<file path="src/rtl/hsd_pkg.sv">
`timescale 1ns / 1ps
`default_nettype none
// ----------------------------------------------------------------------------
// hsd_pkg
// Shared constants, types and helpers for the extended Hamming SECDED decoder.
// ----------------------------------------------------------------------------
package hsd_pkg;

  localparam int DATA_BYTES_DEF = 4;   // default data bytes per codeword
  localparam int DATA_W         = 32;  // width of the data result
  localparam int BYTES_W        = 3;   // width of the byte-count field
  localparam int STATUS_W       = 2;   // width of the status result
  localparam int SYN_W          = 6;   // syndrome / position width (positions <= 63)

  typedef enum logic [STATUS_W-1:0] {
    STAT_CLEAN  = 2'd0,  // no error
    STAT_FIXED  = 2'd1,  // single error corrected (or overall parity bit alone)
    STAT_DOUBLE = 2'd2,  // double error detected
    STAT_RANGE  = 2'd3   // odd parity with syndrome at or past the code length
  } status_e;

  // Check result handed from the syndrome stage to the correction stage
  typedef struct packed {
    logic [SYN_W-1:0]   syn;
    logic               par;
    logic [BYTES_W-1:0] bytes;
  } chk_t;

  // Code length n (overall parity position) for a byte count
  function automatic int code_len(input int bytes);
    int mbits;
    int r;
    mbits = 8 * bytes;
    r     = 1;
    for (int i = 0; i < 7; i++) begin
      if ((1 << r) < mbits + r + 1) begin
        r = r + 1;
      end
    end
    return mbits + r + 1;
  endfunction

endpackage
`default_nettype wire

</file>
<file path="src/rtl/hsd_syndrome.sv">
`timescale 1ns / 1ps
`default_nettype none
// ----------------------------------------------------------------------------
// hsd_syndrome
// Stage 2: XOR tree of set positions (syndrome) and overall parity.
// ----------------------------------------------------------------------------
module hsd_syndrome
  import hsd_pkg::*;
#(
  parameter int  DATA_BYTES = DATA_BYTES_DEF,
  localparam int CW_W       = code_len(DATA_BYTES)
) (
  input  wire logic               clk_i,
  input  wire logic               rst_ni,
  input  wire logic               valid_i,
  output logic                    ready_o,
  input  wire logic [CW_W-2:0]    word_i,
  input  wire logic               pbit_i,
  input  wire logic [BYTES_W-1:0] bytes_i,
  output logic                    valid_o,
  input  wire logic               ready_i,
  output logic [CW_W-2:0]         word_o,
  output chk_t                    chk_o
);

  logic [SYN_W-1:0] syn_c;
  logic             en;

  logic             valid_q;
  logic [CW_W-2:0]  word_q;
  chk_t             chk_q;

  always_comb begin
    syn_c = '0;
    for (int i = 0; i < CW_W - 1; i++) begin
      if (word_i[i]) begin
        syn_c = syn_c ^ SYN_W'(i + 1);
      end
    end
  end

  assign en      = !valid_q || ready_i;
  assign ready_o = en;

  always_ff @(posedge clk_i or negedge rst_ni) begin
    if (!rst_ni) begin
      valid_q <= 1'b0;
    end else if (en) begin
      valid_q <= valid_i;
    end
  end

  always_ff @(posedge clk_i) begin
    if (en && valid_i) begin
      word_q      <= word_i;
      chk_q.syn   <= syn_c;
      chk_q.par   <= (^word_i) ^ pbit_i;
      chk_q.bytes <= bytes_i;
    end
  end

  assign valid_o = valid_q;
  assign word_o  = word_q;
  assign chk_o   = chk_q;

  // a stalled stage keeps its check result
  a_hold: assert property (@(posedge clk_i) disable iff (!rst_ni)
    (valid_q && !ready_i) |=> (valid_q && $stable(chk_q) && $stable(word_q)))
    else $error("syndrome stage lost data under stall");

endmodule
`default_nettype wire

</file>
<file path="config.mk">
export PLATFORM = sky130hd
export DESIGN_NAME = hsd_syndrome
export DESIGN_NICKNAME = d
export VERILOG_FILES = /design/src/rtl/hsd_pkg.sv /design/src/rtl/hsd_syndrome.sv
export SDC_FILE = /design/constraint.sdc
export NUM_CORES = 1
export LEC_CHECK = 0
export BUFFER_PORTS_ARGS = -buffer_cell sky130_fd_sc_hd__buf_2
export CORE_AREA = 2 2 83 85
export CTS_BUF_LIST = sky130_fd_sc_hd__clkbuf_4 sky130_fd_sc_hd__clkbuf_8
export CTS_CLUSTER_DIAMETER = 100
export DETAILED_ROUTE_END_ITERATION = 6
export DIE_AREA = 0 0 85 87
export GPL_ROUTABILITY_DRIVEN = 0
export PLACE_DENSITY = 0.64
export SYNTH_ARGS = -nofsm -noshare
export SYNTH_HDL_FRONTEND = slang
export SYNTH_SLANG_ARGS = --single-unit
</file>
<file path="constraint.sdc">
create_clock -name clk_i -period 1.9 [get_ports clk_i]
set_input_delay 0.285 -clock clk_i [delete_from_list [all_inputs] [get_ports clk_i]]
set_output_delay 0.285 -clock clk_i [all_outputs]
set_load 0.03 [all_outputs]
</file>
# Yosys cells after proc, flatten, opt, wreduce, memory -nomap -nowiden
# Index checks and enable logic that the tools add are counted.
[classes]
n_reduce_logical = 4
n_bitwise = 38
n_mux = 38
shifts = 0
div_mod_pow = 0
n_addsub = 0
mul = 0
order_cmp = 0
eq_ne = 0
[op_table]
columns = ["op", "count"]
rows = [
  ["$mux 5", 16],
  ["$mux 6", 7],
  ["$not 3->3", 13],
  ["$reduce_xor 38->1", 1],
  ["$mux 4", 8],
  ["$not 2->2", 13],
  ["$not 4->4", 5],
  ["$mux 3", 4],
  ["$not 1->1 const A", 5],
  ["$not 5->5", 1],
  ["$mux 2", 2],
  ["$logic_and 1x1->1", 1],
  ["$logic_not 1->1", 1],
  ["$logic_or 1x1->1", 1],
  ["$mux 1", 1],
  ["$xor 1x1->1", 1],
]
[word_totals]
out_inout_bits = 50
register_bits = 49
mem_bits_rw = 0
rom_bits = 0
input_bits = 46
latch_bits = 0
mem_count = 0

# Longest topological paths before layout
[depth]
depth_word = 70
depth_mapped = 4
mapped_depth_nobuf = 4

# Worst setup path before layout
# Ideal clock, no wire load.
[synth_timing]
path_type = "flip-flop to flip-flop"
from = "register valid_q (netlist: valid_o)"
to = "register chk_q, in the netlist chk_o[0], enable pin"
required_time_ns = 1.490
arrival_time_ns = 2.028
stages_incl_launch_ff = 3
period_less_slack_ns = 2.438
path_slack_ns = -0.538
cell_sequence = "dfrtp_1 nand2b_1 and2_1"
[synth_via]
elab_chain_cells = 3
[synth_lines]
columns = ["item", "line", "text"]
rows = [
  ["start: declaration", "hsd_syndrome.sv:29", "logic valid_q;"],
  ["start signal: assignment", "hsd_syndrome.sv:49", "valid_q <= valid_i;"],
  ["$logic_not 1->1", "hsd_syndrome.sv:42", "assign en = !valid_q || ready_i;"],
  ["$logic_or 1x1->1", "hsd_syndrome.sv:42", ""],
  ["named net ready_o", "hsd_syndrome.sv:16", "output logic ready_o,"],
  ["$logic_and 1x1->1", "hsd_syndrome.sv:54", "if (en && valid_i) begin"],
  ["end: declaration", "hsd_syndrome.sv:31", "chk_t chk_q;"],
]
# The timed path passes the listed nets, and every way through them passes these cells.
# A chain may end at the register's enable or synchronous reset.

# Worst setup path after layout
[layout_timing]
from = "input port word_i[23]"
to = "register chk_q, in the netlist chk_o[3], data pin"
[layout_via]
elab_chain_cells = 2
[layout_lines]
columns = ["item", "line", "text"]
rows = [
  ["start: declaration", "hsd_syndrome.sv:17", "input wire logic [CW_W-2:0] word_i,"],
  ["$reduce_xor 38->1", "hsd_syndrome.sv:57", "chk_q.par <= (^word_i) ^ pbit_i;"],
  ["$xor 1x1->1", "hsd_syndrome.sv:57", ""],
]
# Every way passes these cells.

==> impl_results.md <==
- Post-Syn Area per Cell: 19.2 um2
- Initial detailed-routing violation count: 23
- Non-filler instance count after layout: 321
- Crit path DAT: 1890 ps
- CORE AREA: 6570 um2
- Peak Freq: 543 MHz
- Most Frequent Cell on Critical Path: xnor3_2
- GRT Total Usage: 12.0%
- # diodes: 0
- Critical path class: input pin to flip-flop
- Cells after Synth: 115
- Final count of hold timing violations: 0
- Crit. End Element: flip-flop
- Fin nets: 286
- CP max-delay cell: xnor3_2
- CP top delay family: XOR/XNOR gates
- Area grow syn2layout: 39.8%
- CTS tree: yes
- CTS Buffer Depth: 2
- Relative slew slack: 75.3%
- First-pass GRT wire length: 6.56 mm
- Setup TNS: 0 ps
- Final WL: 4.40 mm
- Post-placement cell area: 2970 um2
- Vias per inst: 4.22
- Max Slew Vio Count: 0
- First-pass DRT Iterations: 4
- Final setup viols: 0
- Worst hold path type: input pin to flip-flop
- WP buf/inv: 1
- Share of layout cells above drive strength 1: 53.5%
- IO buf count: 95
- DRC: 0
- Final Skew: 8.16 ps
- Post-CTS resize count: 0
- Vias in the first global route: 1343
- Post-synthesis cell type count: 10
- WL/cell: 13.7 um
- Yosys reg bits: 49
- Leakage: 1.33 nW
- Reg area: 1470 um2
- RSZ-0062 raised after global routing: false
- Die W: 85 um
- Clk Latency, worst-skew pair: 300 ps
- Die Height: 87 um
- Slowest stage delay, CP: 480 ps
- Starting Density: 33.7%
- Placed cell count: 312
- Layout Utilization: 47.1%
- Post-DP HPWL: 3.51 mm
- Pwr dens: 1040 nW/um2
- Die area: 7400 um2
- Outcome: completed
- Post-Syn Nets: 161
- Post-Syn Area: 2210 um2
- MaxCap Viol Count: 0
- R2R Setup Slk: 540 ps
- Worst-Margin Slew: 368 ps
- Maximum vdd drop: 0.524 mV
- Final period util: 96.9%
- Ports: 96
- Worst EP required: 1950 ps
- Num rows: 30
- Root Buffer: clkbuf_8
- Gr ovfl total: 0
- Area of the multi-input gates: 749 um2
- Post-route ant nets: 0
- Largest net degree at the start of global routing: 33
- Htree depth: 2
- Crit path launch type: input pin
- CTS clk-pin slew, worst paths: 100 ps
- Initial antenna violation count: 0
- Post-route cell area: 3090 um2
- FILL cells: 590
- Num CTS Buffers: 5
- Clk sinks: 49
- Crit path max fanout: 2
- Via count: 1355
- Crit-path cells: buf_2, xnor2_1, xnor3_2, xnor3_2, xnor3_1
- Share of the yosys chip area belonging to registers: 66.3%
- Warnings from Yosys: 0
- Final critical-path required period: 1840 ps
==> cell usage after synthesis <==
| master | n | area [um2] |
|---|---|---|
| xor3_1 | 1 | 23.8 |
| and2_1 | 1 | 6.26 |
| xnor3_1 | 9 | 203 |
| xnor2_1 | 42 | 368 |
| dfrtp_1 | 1 | 25.0 |
| nand2b_1 | 2 | 12.5 |
| edfxtp_1 | 48 | 1440 |
| xor2_1 | 8 | 70.1 |
| xnor3_2 | 2 | 47.6 |
| xnor2_2 | 1 | 16.3 |
==> final timing paths <==
kind	startpoint	to	depth (start not counted)
min reg2reg	valid_o	valid_o	2
min in group asynchronous	rst_ni	valid_o	2
max reg2reg	valid_o	chk_o[7]	3
max	word_i[23]	chk_o[3]	5
min	bytes_i[2]	chk_o[2]	1
max in group asynchronous	rst_ni	valid_o	2
==> cell usage in the layout, fill, tap and decap left out <==
master         synthesis  final
clkinv_4               0      1
bufinv_16              0      1
and2_4                 0      1
buf_2                  0     95
clkinvlp_4             0      1
dfrtp_1                1      1
dlygate4sd3_1          0      1
buf_4                  0     21
xor2_1                 8      8
xnor3_2                2      2
nand2b_1               2      2
xnor3_1                9      9
xnor2_1               42     42
xor3_1                 1      1
edfxtp_1              48     48
buf_12                 0      1
xnor2_2                1      1
clkbuf_8               0      5
==> final cells by class <==
cell class	count	share of cell area [%]
Tap cell	80	3.23
Multi-Input combinational cell	66	24.2
Clock buffer	5	2.22
Clock inverter	3	1.50
Timing Repair Buffer	118	21.4
Sequential cell	49	47.4
==> kinds of logic (layout without fill, tap and decap cells) <==
group / count (synthesis) / in the layout / synth area share [%]
and+or+nand+nor: 3 / 3 / 0.848
DFF: 49 / 49 / 66.3
xor gates and xnor gates: 63 / 63 / 32.9
buffers and inverters: 0 / 126 / 0
==> what timing repair did <==
action                    4_1_cts  5_1_grt
hold endpoints to repair        1        0
hold buffers                    1        0
buffers inserted                0        0
==> routing by layer <==
metal / global-route usage [%] / vias to the layer above / share of wire [%]
met1: 14.7 / 631 / 42
met3: 4.36 / 7 / 7.8
met5: 0 / - / 0
met4: 5.19 / 0 / 1.8
met2: 19.3 / 59 / 49
li1: - / 658 / -
==> metrics by stage <==
step	hold slack (ps)	total power, W	worst slack (ps)
2_1_floorplan	-10.6	0.00216	14.3
3_3_place_gp	60.2	0.00248	-190
3_5_place_dp	62.8	0.00250	-276
4_1_cts	146	0.00325	67.9
5_1_grt	134	0.00337	25.7
6_report	149	0.00321	59.0
==> flip-flops by register name, summed over array words and instances (netlist names) <==
signal / flops
word_o: 38
chk_o: 10
valid_o: 1
==> power by group <==
part | leakage [nW] | switching, W | internal (W)
clock network | 0.0543 | 0.000357 | 0.000394
registers | 0.468 | 0.0000220 | 0.00135
logic | 0.812 | 0.000525 | 0.000567
total | 1.33 | 0.000904 | 0.00231
(Power assumes the default switching activity.)
