## src/rtl/hsd_pkg.sv

```systemverilog
`timescale 1ns / 1ps
`default_nettype none
// ----------------------------------------------------------------------------
// hsd_pkg
// Shared constants, types and helpers for the extended Hamming SECDED decoder.
// ----------------------------------------------------------------------------
package hsd_pkg;

  localparam int DATA_BYTES_DEF = 4;   // default data bytes per codeword
  localparam int DATA_W         = 32;  // width of the data result
  localparam int BYTES_W        = 3;   // width of the byte-count field
  localparam int STATUS_W       = 2;   // width of the status result
  localparam int SYN_W          = 6;   // syndrome / position width (positions <= 63)

  typedef enum logic [STATUS_W-1:0] {
    STAT_CLEAN  = 2'd0,  // no error
    STAT_FIXED  = 2'd1,  // single error corrected (or overall parity bit alone)
    STAT_DOUBLE = 2'd2,  // double error detected
    STAT_RANGE  = 2'd3   // odd parity with syndrome at or past the code length
  } status_e;

  // Check result handed from the syndrome stage to the correction stage
  typedef struct packed {
    logic [SYN_W-1:0]   syn;
    logic               par;
    logic [BYTES_W-1:0] bytes;
  } chk_t;

  // Code length n (overall parity position) for a byte count
  function automatic int code_len(input int bytes);
    int mbits;
    int r;
    mbits = 8 * bytes;
    r     = 1;
    for (int i = 0; i < 7; i++) begin
      if ((1 << r) < mbits + r + 1) begin
        r = r + 1;
      end
    end
    return mbits + r + 1;
  endfunction

endpackage
`default_nettype wire

```

## src/rtl/hsd_if.sv

```systemverilog
`timescale 1ns / 1ps
`default_nettype none
// ----------------------------------------------------------------------------
// hsd_in_if / hsd_out_if
// Valid/ready channels for codewords in and decoded data out.
// ----------------------------------------------------------------------------
interface hsd_in_if
  import hsd_pkg::*;
#(
  parameter int CW_W = code_len(DATA_BYTES_DEF)
);
  logic               valid;
  logic               ready;
  logic [CW_W-1:0]    codeword;
  logic [BYTES_W-1:0] word_bytes;

  modport source (output valid, output codeword, output word_bytes, input ready);
  modport sink   (input valid, input codeword, input word_bytes, output ready);
endinterface

`default_nettype wire

```

## src/rtl/hsd_mask.sv

```systemverilog
`timescale 1ns / 1ps
`default_nettype none
// ----------------------------------------------------------------------------
// hsd_mask
// Stage 1: clamps the byte count, trims the word to its code length and
// splits off the overall parity bit.
// ----------------------------------------------------------------------------
module hsd_mask
  import hsd_pkg::*;
#(
  parameter int  DATA_BYTES = DATA_BYTES_DEF,
  localparam int CW_W       = code_len(DATA_BYTES)
) (
  input  wire logic               clk_i,
  input  wire logic               rst_ni,
  hsd_in_if.sink                  in_i,
  output logic                    valid_o,
  input  wire logic               ready_i,
  output logic [CW_W-2:0]         word_o,
  output logic                    pbit_o,
  output logic [BYTES_W-1:0]      bytes_o
);

  logic [BYTES_W-1:0] bytes_c;
  logic [SYN_W-1:0]   len_c;
  logic [CW_W-2:0]    word_c;
  logic               pbit_c;
  logic               en;

  logic               valid_q;
  logic [CW_W-2:0]    word_q;
  logic               pbit_q;
  logic [BYTES_W-1:0] bytes_q;

  always_comb begin
    if (in_i.word_bytes == '0) begin
      bytes_c = BYTES_W'(1);
    end else if (in_i.word_bytes > BYTES_W'(DATA_BYTES)) begin
      bytes_c = BYTES_W'(DATA_BYTES);
    end else begin
      bytes_c = in_i.word_bytes;
    end
    len_c = SYN_W'(code_len(int'(bytes_c)));
  end

  // keep positions 1..n-1; position n is the overall parity bit
  always_comb begin
    pbit_c = 1'b0;
    for (int i = 0; i < CW_W - 1; i++) begin
      word_c[i] = in_i.codeword[i] & (i < int'(len_c) - 1);
    end
    for (int i = 0; i < CW_W; i++) begin
      pbit_c = pbit_c | (in_i.codeword[i] & (i == int'(len_c) - 1));
    end
  end

  assign en        = !valid_q || ready_i;
  assign in_i.ready = en;

  always_ff @(posedge clk_i or negedge rst_ni) begin
    if (!rst_ni) begin
      valid_q <= 1'b0;
    end else if (en) begin
      valid_q <= in_i.valid;
    end
  end

  always_ff @(posedge clk_i) begin
    if (en && in_i.valid) begin
      word_q  <= word_c;
      pbit_q  <= pbit_c;
      bytes_q <= bytes_c;
    end
  end

  assign valid_o = valid_q;
  assign word_o  = word_q;
  assign pbit_o  = pbit_q;
  assign bytes_o = bytes_q;

endmodule
`default_nettype wire

```

## src/flat_wrapper.sv

```systemverilog
// flat-port wrapper written by rule: the top's interface ports become plain ports
module hsd_mask_flat import hsd_pkg::*;
#(
  parameter int  DATA_BYTES = DATA_BYTES_DEF,
  localparam int CW_W       = code_len(DATA_BYTES)
)
  (clk_i, rst_ni, valid_o, ready_i, word_o, pbit_o, bytes_o, in_i_valid, in_i_codeword, in_i_word_bytes, in_i_ready);
  hsd_in_if in_i_i ();
  input  wire logic clk_i;
  input  wire logic rst_ni;
  output logic valid_o;
  input  wire logic ready_i;
  output logic [CW_W-2:0] word_o;
  output logic pbit_o;
  output logic [BYTES_W-1:0] bytes_o;
  input wire logic [$bits(in_i_i.valid)-1:0] in_i_valid;
  input wire logic [$bits(in_i_i.codeword)-1:0] in_i_codeword;
  input wire logic [$bits(in_i_i.word_bytes)-1:0] in_i_word_bytes;
  output wire logic [$bits(in_i_i.ready)-1:0] in_i_ready;
  assign in_i_i.valid = in_i_valid;
  assign in_i_i.codeword = in_i_codeword;
  assign in_i_i.word_bytes = in_i_word_bytes;
  assign in_i_ready = in_i_i.ready;
  hsd_mask #(.DATA_BYTES(DATA_BYTES)) u_core (.clk_i(clk_i), .rst_ni(rst_ni), .in_i(in_i_i), .valid_o(valid_o), .ready_i(ready_i), .word_o(word_o), .pbit_o(pbit_o), .bytes_o(bytes_o));
endmodule
```

## config.mk

```make
export PLATFORM = sky130hd
export DESIGN_NAME = hsd_mask_flat
export DESIGN_NICKNAME = d
export VERILOG_FILES = /design/src/rtl/hsd_pkg.sv /design/src/rtl/hsd_if.sv /design/src/rtl/hsd_mask.sv /design/src/flat_wrapper.sv
export SDC_FILE = /design/constraint.sdc
export NUM_CORES = 1
export LEC_CHECK = 0
export CELL_PAD_IN_SITES_DETAIL_PLACEMENT = 0
export CELL_PAD_IN_SITES_GLOBAL_PLACEMENT = 1
export CORE_MARGIN = 4
export CORE_UTILIZATION = 42
export CTS_CLUSTER_DIAMETER = 60
export DETAILED_ROUTE_END_ITERATION = 8
export DONT_BUFFER_PORTS = 1
export GPL_TIMING_DRIVEN = 1
export PLACE_DENSITY_LB_ADDON = 0.15
export SYNTH_ARGS = -nofsm -noshare
export SYNTH_HDL_FRONTEND = slang
export SYNTH_SLANG_ARGS = --single-unit
```

## constraint.sdc

```tcl
create_clock -name clk_i -period 1.8 [get_ports clk_i]
set_input_delay 0.27 -clock clk_i [delete_from_list [all_inputs] [get_ports clk_i]]
set_output_delay 0.27 -clock clk_i [all_outputs]
set_load 0.005 [all_outputs]
```

Yosys cells after proc, flatten, opt, wreduce, memory -nomap -nowiden:

Cells that the tools add are included.

* register bits: 43
* latch bits: 0
* RAM bits: 0
* ROM bits: 0
* input bits: 46
* output and inout bits: 44
* word-level logic and storage cells: 246
* memories kept: 0

* add/sub/neg operators: 23
* multipliers: 0
* div/mod/pow operators: 0
* order comparisons: 46
* equality and inequality tests: 38
* shift-type cells: 6
* muxes and demuxes: 9
* bitwise gates (word level): 115
* reductions and logical operators: 5

Operators by type and width (number)
* $eq A6 B32 Y1 const A: 16
* $lt A6 B32 Y1 const A: 16
* $add A32 B2 Y32 const B: 11
* $eq A5 B32 Y1 const A: 8
* $lt A5 B32 Y1 const A: 8
* $eq A7 B32 Y1 const A: 7
* $lt A32 B32 Y1: 6
* $lt A7 B32 Y1 const A: 6
* $add A7 B32 Y32: 5
* $mux W32: 5
* $shl A1 B32 Y32 const A: 5
* $eq A4 B32 Y1 const A: 4
* $lt A4 B32 Y1 const A: 4
* $lt A3 B32 Y1 const A: 3
* $and A1 B1 Y1: 77
* $eq A3 B32 Y1 const A: 2
* $or A1 B1 Y1: 38
* $eq A2 B32 Y1 const A: 1
* $logic_not A32 Y1: 1
* $lt A1 B32 Y1 const A: 1
* $lt A2 B32 Y1 const A: 1
* $shl A1 B2 Y32 const A: 1
* $add A6 B2 Y6 const B: 2
* $add A6 B1 Y7 const B: 1
* 12 further kinds: 13

Logic depth before layout (Yosys ltp):

Gate-level depths: netlist (run 1).

* depth after elaboration: 74
* mapped depth: 5
* mapped depth without buffers: 4

Worst setup path before layout (run 1):

OpenSTA, ideal clock, no wires.

* path type: reg2reg
* from: register u_core.valid_q (netlist: u_core.valid_o)
* to: register u_core.bytes_q[0] (netlist: u_core.bytes_o[0]) (enable)
* library setup time: 0.404 ns
* data arrival time: 1.535 ns
* data required time: 1.396 ns
* path slack: -0.138 ns
* stages on the path, launching flop included: 3
* buffers on the path: 0
* period minus slack after synthesis: 1.938 ns
* cells stage by stage: dfrtp_1 > nand2b_1 > and2_1

* word-level cells in the longest chain between the ends: 3

RTL lines
* start, declared: RTL line hsd_mask.sv:30 `logic valid_q;`
* start signal, assigned: RTL line hsd_mask.sv:64 `valid_q <= in_i.valid;`
* $logic_not A1 Y1: RTL line hsd_mask.sv:57 `assign en = !valid_q || ready_i;`
* $logic_or A1 B1 Y1: RTL line hsd_mask.sv:57
* net in_i_ready: RTL line flat_wrapper.sv:19 `output wire logic [$bits(in_i_i.ready)-1:0] in_i_ready;`
* $logic_and A1 B1 Y1: RTL line hsd_mask.sv:69 `if (en && in_i.valid) begin`
* end signal, assigned: RTL line hsd_mask.sv:72 `bytes_q <= bytes_c;`
* end, declared: RTL line hsd_mask.sv:33 `logic [BYTES_W-1:0] bytes_q;`

The timed path passes the listed nets, and every way through them passes these cells.
A chain may end at the register's enable or synchronous reset.

Final worst setup path (run 1):

* from: register u_core.valid_q (netlist: u_core.valid_o)
* to: register u_core.word_q[5] (netlist: u_core.word_o[5]) (enable)

* word-level cells in the longest chain between the ends: 3

RTL lines
* $logic_not A1 Y1: RTL line hsd_mask.sv:57
* $logic_or A1 B1 Y1: RTL line hsd_mask.sv:57
* net in_i_ready: RTL line flat_wrapper.sv:19
* $logic_and A1 B1 Y1: RTL line hsd_mask.sv:69
* end signal, assigned: RTL line hsd_mask.sv:70 `word_q <= word_c;`
* end, declared: RTL line hsd_mask.sv:31 `logic [CW_W-2:0] word_q;`

The timed path passes the listed nets, and every way through them passes these cells.

==> results of run 1 <==
metrics by stage:
step / hold slack (ns) / instance area (sq um)
floorplan: -0.0256 / 1630
global placement: -0.0256 / 1640
detailed placement: -0.0256 / 1640
CTS: 0.0624 / 1780
global route: 0.0512 / 1780
finish: 0.0748 / 1780
final timing paths:
check,startpoint,to,slack (ns),cells past startpoint
hold / removal,in_i_codeword[9],u_core.word_o[9]$_DFFE_PP_,0.07,0
setup reg to reg,u_core.valid_o$_DFFE_PN0N_,u_core.word_o[5]$_DFFE_PP_,0.48,3
setup / recovery,u_core.valid_o$_DFFE_PN0N_,u_core.word_o[5]$_DFFE_PP_,0.48,3
min in group asynchronous,rst_ni,u_core.valid_o$_DFFE_PN0N_,0.19,1
hold reg to reg,u_core.valid_o$_DFFE_PN0N_,u_core.valid_o$_DFFE_PN0N_,0.60,2
max in group asynchronous,rst_ni,u_core.valid_o$_DFFE_PN0N_,1.51,1
cell usage after synthesis:
cell type   n  area [sq um]
nand2b_1    2          12.5
nor2b_1    19           119
a21oi_2     1          8.76
a21oi_1     1          5.00
nor2_1      1          3.75
and2_1     10          62.6
conb_1      1          3.75
ha_1        1          12.5
clkbuf_1   14          52.6
mux2_4      1          15.0
edfxtp_1   42          1260
nand2_1     2          7.51
mux2_2      1          11.3
dfrtp_1     1          25.0
buf_2       1          5.00
inv_1       1          3.75
buf_4       1          7.51
a22oi_1     1          7.51
final cells by class:
| class | count | area (sq um) |
|---|---|---|
| tap | 48 | 60.1 |
| clock inverter | 2 | 60.1 |
| clock buffer | 6 | 72.6 |
| multi-input combinational | 42 | 274 |
| inverter | 1 | 3.75 |
| fill | 331 | 1910 |
| timing repair buffer | 3 | 25.0 |
| sequential | 43 | 1290 |
timing repair:
item / in CTS / in global routing
hold buffers: 1 / 0
endpoints found under the hold margin: 1 / 0
gates resized for setup: 0 / 0
metal layers:
metal | part of all wire | track usage
met1 | 0.37 | 0.115
met2 | 0.51 | 0.182
met3 | 0.11 | 0.0734
met4 | 0.0066 | 0.0447
met5 | 0 | 0
power groups by stage:
stage	registers (mW)	clock network (mW)	logic [mW]
3_5_place_dp	1.23	0	0.0801
2_1_floorplan	1.22	0	0.0744
4_1_cts	1.21	0.879	0.0817
3_3_place_gp	1.23	0	0.0753
5_1_grt	1.21	0.916	0.0903
6_report	1.20	0.853	0.0796
state kept, by name, summed over array words and instances (netlist names):
| name | flops |
|---|---|
| u_core.bytes_o | 3 |
| u_core.pbit_o | 1 |
| u_core.valid_o | 1 |
| u_core.word_o | 38 |
worst register-to-register path, delay by kind of cell (launching register included):
kind	cells	cell delay, ns
simple gates	2	0.29
flops	1	0.41
buf+inv	1	0.29
logic make-up after synthesis:
family,count (synthesis)
flip-flops,43
AND/OR/NAND/NOR,34
multiplexers,2
adder cells (fa/ha/maj),1
buffers and inverters,17
other,1
AO/OA/AOI/OAI,3
cells in the final DEF (no fill, tap or decap), drive strengths merged, types with 2 or more instances in the layout:
| cell type | n |
|---|---|
| edfxtp | 42 |
| nor2b | 19 |
| and2 | 10 |
| clkbuf | 6 |
| nand2 | 2 |
| nand2b | 2 |
| conb | 2 |
| bufinv | 2 |
| buf | 2 |
| a21oi | 2 |
| mux2 | 2 |
==> flow_metrics.tcl, run 1 <==
set metrics [dict create \
    crit_family "flip-flops" \
    p_leak_nw 0.624 \
    crit_path_top_delay_cell "dfrtp_1" \
    die_x_microns 70.2 \
    die_area_sq_um 4930 \
    gp_congestion 0.668 \
    cts.sinks 43 \
    start_util 0.440 \
    clk_pin_slew_ns 0.08 \
    fin_setup_tns_ns 0 \
    grt_max_degree 25 \
    path_cells "nand2b_1, and2_2, buf_4" \
    wl_mm 2.72 \
    placed_cells_incl_taps 136 \
    peakVddDrop_v 0.000457 \
    antenna_found_initial 0 \
    cts_tree "built" \
    intPower_mw 1.76 \
    timing.fmax_ghz 0.760 \
    worstMarginPinSlew_ns 0.607 \
    syn_area_per_cell_sq_um 16.1 \
    cp.required_ns 1.76 \
    insertion_delay_ns 0.28 \
    crit_fanout 24 \
    synth_top_family_by_area "simple AND/OR/NAND/NOR gates" \
    end_kind "flip-flop" \
    synth-compound-area-share 0.0131 \
    pre_cts_ws_ns 0.475 \
    cpPeakStageDelay_ns 0.41 \
    drv_cap 0 \
    status "finished, final reports clean" \
    area_growth_syn_to_layout_pct 9.71 \
    p_per_area_nw_per_um2 1200 \
    grt_pass1_vias 700 \
    grt_pass1_wl_mm 3.95 \
    max_slew_margin 0.594 \
    synth_xor_xnor_area_share 0 \
    p_clk_frac 0.399 \
    root_buffer "clkbuf_8" \
    synth_area_sq_um 1620 \
    track_usage 0.112 \
    core_sq_um 3690 \
    yosys_warnings 0 \
    p_seq_frac 0.563 \
    ys_seq_area_frac 0.792 \
    start_kind "flip-flop" \
    hold_viol_final 0 \
    drive_gt1_frac 0.134 \
    drtIter0Drc 66 \
    synthMuxAreaShare 0.0162 \
    port_buffers 0 \
    dr.pass1.iters 4 \
    ys_seq_elements 43 \
    fin_ws_ns 0.483 \
    yosys.area_share.simple 0.126 \
    period_minus_slack_ns 1.32 \
    cts_htree_levels 2 \
    power_frac_comb 0.037 \
    power.switching_uw 375 \
    critPathBufInv 1 \
    placementRows 22 \
    clock_skew_ns 0.00467 \
    ant_nets 0 \
    cts.path.max_buffers 2 \
    via_per_inst 4.81 \
    grt_overflow_total 0 \
    fin_util 0.483 \
    power_mw 2.14 \
    slew_viol_final 0 \
    rsz0062_at_grt "no" \
    diodes 0 \
    cts_setup_buffers 0 \
    cp.arrival_ns 1.28 \
    finalCritPeriodShare 0.731 \
    synth-adder-area-share 0.00770 \
    synthCells 101 \
    ios 90 \
    drc 0 \
    stdcell_count 145 \
    min-delay-path-class "input port to flip-flop" \
    setup_violations 0 \
    crit_type "flip-flop to flip-flop" \
    nNetsFinal 143 \
    yosysUniqueCellTypes 18 \
    power.share.switching 0.176 \
    die_y_microns 70.2 \
    wl_per_cell_microns 18.8 \
    dr_total_vias 698 \
    numCtsBuffers 5 \
]
Power figures use the tool's default switching activity.
==> run 2: changes to the inputs <==
==> constraint.sdc (replaced) <==
create_clock -name clk_i -period 1.16 [get_ports clk_i]
set_input_delay 0.174 -clock clk_i [delete_from_list [all_inputs] [get_ports clk_i]]
set_output_delay 0.174 -clock clk_i [all_outputs]
set_load 0.005 [all_outputs]
==> flow_metrics.tcl, run 2 (synthesis results as in run 1) <==
set metrics [dict create \
    numCtsBuffers 5 \
    final_cell_mix "edfxtp_1, nor2b_1, dlygate4sd3_1" \
    period_minus_slack_ns 1.13 \
    insertion_delay_ns 0.28 \
    crit_fanout 20 \
    busiest_layer "met2" \
    grtUsageMet1 0.118 \
    port_buffers 0 \
    n_fill_cell 312 \
    p_leak_nw 0.718 \
    largest_reg_flops 38 \
    dp_hpwl_mm 2.12 \
    placed_cells_incl_taps 140 \
    die_x_microns 70.2 \
    stdcell_count 165 \
    drc 0 \
    die_y_microns 70.2 \
    r2r-end "u_core.word_o[13]$_DFFE_PP_" \
    drv_cap 0 \
    wl_per_cell_microns 17.8 \
    grt_pass1_wl_mm 4.37 \
    path_cells "nand2b_1, and2_4, buf_12" \
    fin_setup_tns_ns 0 \
    nNetsFinal 163 \
    via_per_inst 4.59 \
    drive_gt1_frac 0.162 \
    core_sq_um 3690 \
    start_kind "flip-flop" \
    critPathBufInv 1 \
    p_per_area_nw_per_um2 1600 \
    timing.rr.start "u_core.valid_o$_DFFE_PN0N_" \
    cp.arrival_ns 1.13 \
    peakVddDrop_v 0.000764 \
    hold_viol_final 0 \
    min-delay-path-class "input port to flip-flop" \
    setup_violations 0 \
    worstHoldStart "in_i_word_bytes[2]" \
    root_buffer "clkbuf_8" \
    hold_slack_ns 0.0713 \
    diodes 0 \
    crit_type "flip-flop to flip-flop" \
    start_util 0.440 \
    status "finished, final reports clean" \
    crit_family "flip-flops" \
    grt_overflow_total 0 \
    end_kind "flip-flop" \
    finalCritPeriodShare 0.978 \
    cpPeakStageDelay_ns 0.38 \
    min_to "u_core.bytes_o[0]$_DFFE_PP_" \
    clk_pin_slew_ns 0.07 \
    wl_mm 2.94 \
    track_usage 0.122 \
    met2_usage 0.212 \
    ios 90 \
    area_growth_syn_to_layout_pct 22.3 \
    rsz0062_at_grt "yes" \
    die_area_sq_um 4930 \
    cp.required_ns 1.16 \
    cts_resized 0 \
    dr.pass1.iters 4 \
    drtIter0Drc 56 \
    placementRows 22 \
    cts_htree_levels 2 \
    gp_congestion 0.669 \
    cts.sinks 43 \
    crit_path_top_delay_cell "dfrtp_1" \
    dr_total_vias 757 \
    r2r_slack_ns 0.03 \
    cts.path.max_buffers 2 \
    slew_viol_final 0 \
    grt_pass1_vias 855 \
    ant_nets 0 \
    clock_skew_ns 0.00146 \
    antenna_found_initial 0 \
    layout_commonest_cell "edfxtp_1" \
    holdPathStages 1 \
    timing.fmax_ghz 0.882 \
    rr_worst_depth 3 \
    cts_tree "built" \
    grt_max_degree 21 \
    grtUsageMet3 0.0504 \
]
[run 2: worst max path at each step]
| stage | from | to | slack (ns) | cells past startpoint |
|---|---|---|---|---|
| after floorplan | u_core.valid_o$_DFFE_PN0N_ | u_core.bytes_o[0]$_DFFE_PP_ | -0.11 | 2 |
| after global placement | u_core.valid_o$_DFFE_PN0N_ | u_core.word_o[18]$_DFFE_PP_ | 0.08 | 3 |
| after detailed placement | u_core.valid_o$_DFFE_PN0N_ | u_core.word_o[14]$_DFFE_PP_ | 0.05 | 3 |
| after CTS | u_core.valid_o$_DFFE_PN0N_ | u_core.word_o[24]$_DFFE_PP_ | 0.03 | 3 |
| after global routing | u_core.valid_o$_DFFE_PN0N_ | u_core.word_o[13]$_DFFE_PP_ | -0.03 | 3 |
| final | u_core.valid_o$_DFFE_PN0N_ | u_core.word_o[13]$_DFFE_PP_ | 0.03 | 3 |
[run 2: per-stage QoR]
step	util	setup WS [ns]	power (mW)	instance area, sq um
after floorplan	-	-0.107	2.00	1630
after global placement	0.460	0.0777	2.05	1700
after detailed placement	0.460	0.0536	2.06	1700
after CTS	0.530	0.0335	3.20	1950
after global routing	0.538	-0.0303	3.30	1990
final	0.538	0.0261	3.17	1990
[run 2: per-layer routing]
metal / part of all wire / routed length, microns / vias to the layer above
li1: - / - / 361
met1: 0.36 / 1070 / 345
met2: 0.54 / 1580 / 49
met3: 0.089 / 263 / 2
met4: 0.0078 / 23 / 0
met5: 0 / 0 / -
[run 2: what timing repair did]
| action | in CTS | in global routing |
|---|---|---|
| endpoints found under the hold margin | 15 | 0 |
| endpoints found under the setup margin | 0 | 40 |
| setup buffers | 0 | 1 |
| hold buffers | 15 | 0 |
[run 2: power by group]
group / leakage (nW) / internal, mW / switching (mW) / total, mW
logic: 0.245 / 0.121 / 0.0849 / 0.206
registers: 0.417 / 1.82 / 0.0469 / 1.87
clock network: 0.0556 / 0.630 / 0.465 / 1.10
[run 2: worst register-to-register path, delay by kind of cell, from the launching register on]
kind,cells,cell delay [ns]
simple gates,2,0.29
buf+inv,1,0.17
flops,1,0.38
[run 2: cell type report]
class                      count  area, sq um  share of cell area
sequential                    43         1290               0.648
multi-input combinational     42          275               0.139
inverter                       1         3.75             0.00189
clock inverter                 3         38.8              0.0195
timing repair buffer          23          253               0.127
tap                           48         60.1              0.0302
clock buffer                   5         68.8              0.0347
==> run 3: changes to the inputs <==
--- a/config.mk
+++ b/config.mk
@@ -5,10 +5,11 @@
 export SDC_FILE = /design/constraint.sdc
 export NUM_CORES = 1
 export LEC_CHECK = 0
+export ABC_AREA = 1
 export CELL_PAD_IN_SITES_DETAIL_PLACEMENT = 0
 export CELL_PAD_IN_SITES_GLOBAL_PLACEMENT = 1
 export CORE_MARGIN = 4
-export CORE_UTILIZATION = 42
+export CORE_UTILIZATION = 41
 export CTS_CLUSTER_DIAMETER = 60
 export DETAILED_ROUTE_END_ITERATION = 8
 export DONT_BUFFER_PORTS = 1
==> flow_metrics.tcl, run 3 <==
set metrics [dict create \
    nNetsFinal 195 \
    cpPeakStageDelay_ns 0.41 \
    seq_area_sq_um 1290 \
    crit_fanout 25 \
    wl_mm 2.99 \
    crit_type "flip-flop to flip-flop" \
    slew_viol_final 0 \
    layout_commonest_cell "edfxtp_1" \
    holdPathStages 2 \
    finalCritPeriodShare 0.966 \
    antenna_found_initial 0 \
    cp.arrival_ns 1.11 \
    syn_area_per_cell_sq_um 12.4 \
    crit_path_top_delay_cell "dfrtp_1" \
    cp.required_ns 1.15 \
    peakVddDrop_v 0.000749 \
    end_kind "flip-flop" \
    insertion_delay_ns 0.29 \
    core_sq_um 4030 \
    cts.sinks 43 \
    drive_gt1_frac 0.154 \
    ys_async_sr_fraction 0.0233 \
    clk_pin_slew_ns 0.07 \
    crit_start "u_core.valid_o$_DFFE_PN0N_" \
    critPathBufInv 1 \
    timing.rr.start "u_core.valid_o$_DFFE_PN0N_" \
    grt_pass1_vias 910 \
    via_per_inst 4.36 \
    clock_skew_ns 0.00389 \
    ys_seq_elements 43 \
    grt_max_degree 26 \
    min_to "u_core.valid_o$_DFFE_PN0N_" \
    cts.path.max_buffers 2 \
    setup_violations 0 \
    synth_edf_count 42 \
    synth_top_cell_area_share 0.737 \
    n_fill_cell 368 \
    yosysUniqueCellTypes 20 \
    root_buffer "clkbuf_8" \
    dr_total_vias 868 \
    ant_nets 0 \
    path_cells "a21oi_4, buf_12" \
    diodes 0 \
    hold_slack_ns 0.0302 \
    timing.fmax_ghz 0.892 \
    synth_area_sq_um 1710 \
    synthCells 138 \
    rsz0062_at_grt "no" \
    die_area_sq_um 5270 \
    yosysMostFrequentCell "edfxtp_1" \
    dr.pass1.iters 2 \
    worstHoldStart "in_i_valid" \
    start_util 0.425 \
    p_per_area_nw_per_um2 1570 \
    dp_hpwl_mm 2.27 \
    grt_overflow_total 0 \
    crit_family "flip-flops" \
    gp_congestion 0.629 \
    ios 90 \
    r2r-end "u_core.word_o[25]$_DFFE_PP_" \
    status "finished, final reports clean" \
    die_x_microns 72.6 \
    grt_pass1_wl_mm 4.51 \
    drc 0 \
    yosys_warnings 0 \
    start_kind "flip-flop" \
    drtIter0Drc 21 \
    period_minus_slack_ns 1.12 \
    fin_setup_tns_ns 0 \
    wl_per_cell_microns 15.0 \
    r2r_slack_ns 0.04 \
    final_cell_mix "edfxtp_1, inv_1, nor2_1" \
    cts_setup_buffers 0 \
    rr_worst_depth 2 \
    min-delay-path-class "input port to flip-flop" \
    synthFlopType "edfxtp_1" \
    track_usage 0.117 \
    multi_input_area_sq_um 234 \
    cts_tree "built" \
    largest_reg_flops 38 \
    port_buffers 0 \
    placementRows 23 \
    area_growth_syn_to_layout_pct 18.0 \
    cts_htree_levels 2 \
    drv_cap 0 \
    p_leak_nw 0.875 \
    die_y_microns 72.6 \
    numCtsBuffers 5 \
    synth_area_leaders "edfxtp_1, inv_1, nor2_1" \
    synthTopCellsByCount "edfxtp_1, inv_1, nor2_1" \
    hold_viol_final 0 \
    yosysTopAreaCell "edfxtp_1" \
    ys_seq_area_frac 0.751 \
]
run 3: how the worst max path moves through the flow:
stage	slack (ns)	cells past startpoint	end
after floorplan	-0.42	1	u_core.bytes_o[0]$_DFFE_PP_
after global routing	0.01	2	u_core.word_o[25]$_DFFE_PP_
after CTS	0.02	2	in_i_ready
after detailed placement	0.05	2	u_core.word_o[28]$_DFFE_PP_
final	0.04	2	u_core.word_o[25]$_DFFE_PP_
after global placement	0.06	2	u_core.bytes_o[2]$_DFFE_PP_
run 3: per-layer routing:
metal	wire length, microns	up-vias	GRT usage
li1	-	430	-
met1	1090	381	0.122
met2	1440	53	0.182
met3	414	4	0.0785
met4	44	0	0.0553
met5	0	-	0
run 3: kinds of logic after synthesis:
kind of cell | after synthesis | share of synthesized area
AO/OA/AOI/OAI | 3 | 0.0154
adder cells (fa/ha/maj) | 1 | 0.00731
buffers and inverters | 51 | 0.122
flip-flops | 43 | 0.751
other | 1 | 0.00219
AND/OR/NAND/NOR | 39 | 0.102
run 3: timing repair:
action	4_1_cts	5_1_grt
hold buffers	14	0
resized for setup	0	1
hold endpoints to repair	14	0
endpoints found under the setup margin	0	1
run 3: layout make-up:
cell class                 count  area share
timing repair buffer          17      0.0929
clock buffer                   5      0.0341
clock inverter                 3      0.0192
inverter                      36      0.0700
tap                           50      0.0310
multi-input combinational     45       0.116
sequential                    43       0.637
run 3: per-stage QoR:
step	instance area [sq um]	std cells	total power [mW]	setup WS (ns)	util
floorplan	1730	139	2.03	-0.416	-
CTS	2020	199	3.22	0.0224	0.501
global route	2020	199	3.32	0.0102	0.501
finish	2020	199	3.17	0.0390	0.501
global placement	1770	177	2.06	0.0556	0.439
detailed placement	1770	177	2.07	0.0469	0.439
run 3: power breakdown:
| part | internal, mW | switching, mW | total [mW] |
|---|---|---|---|
| sequential | 1.82 | 0.0492 | 1.87 |
| clock | 0.630 | 0.468 | 1.10 |
| combinational | 0.0926 | 0.108 | 0.200 |
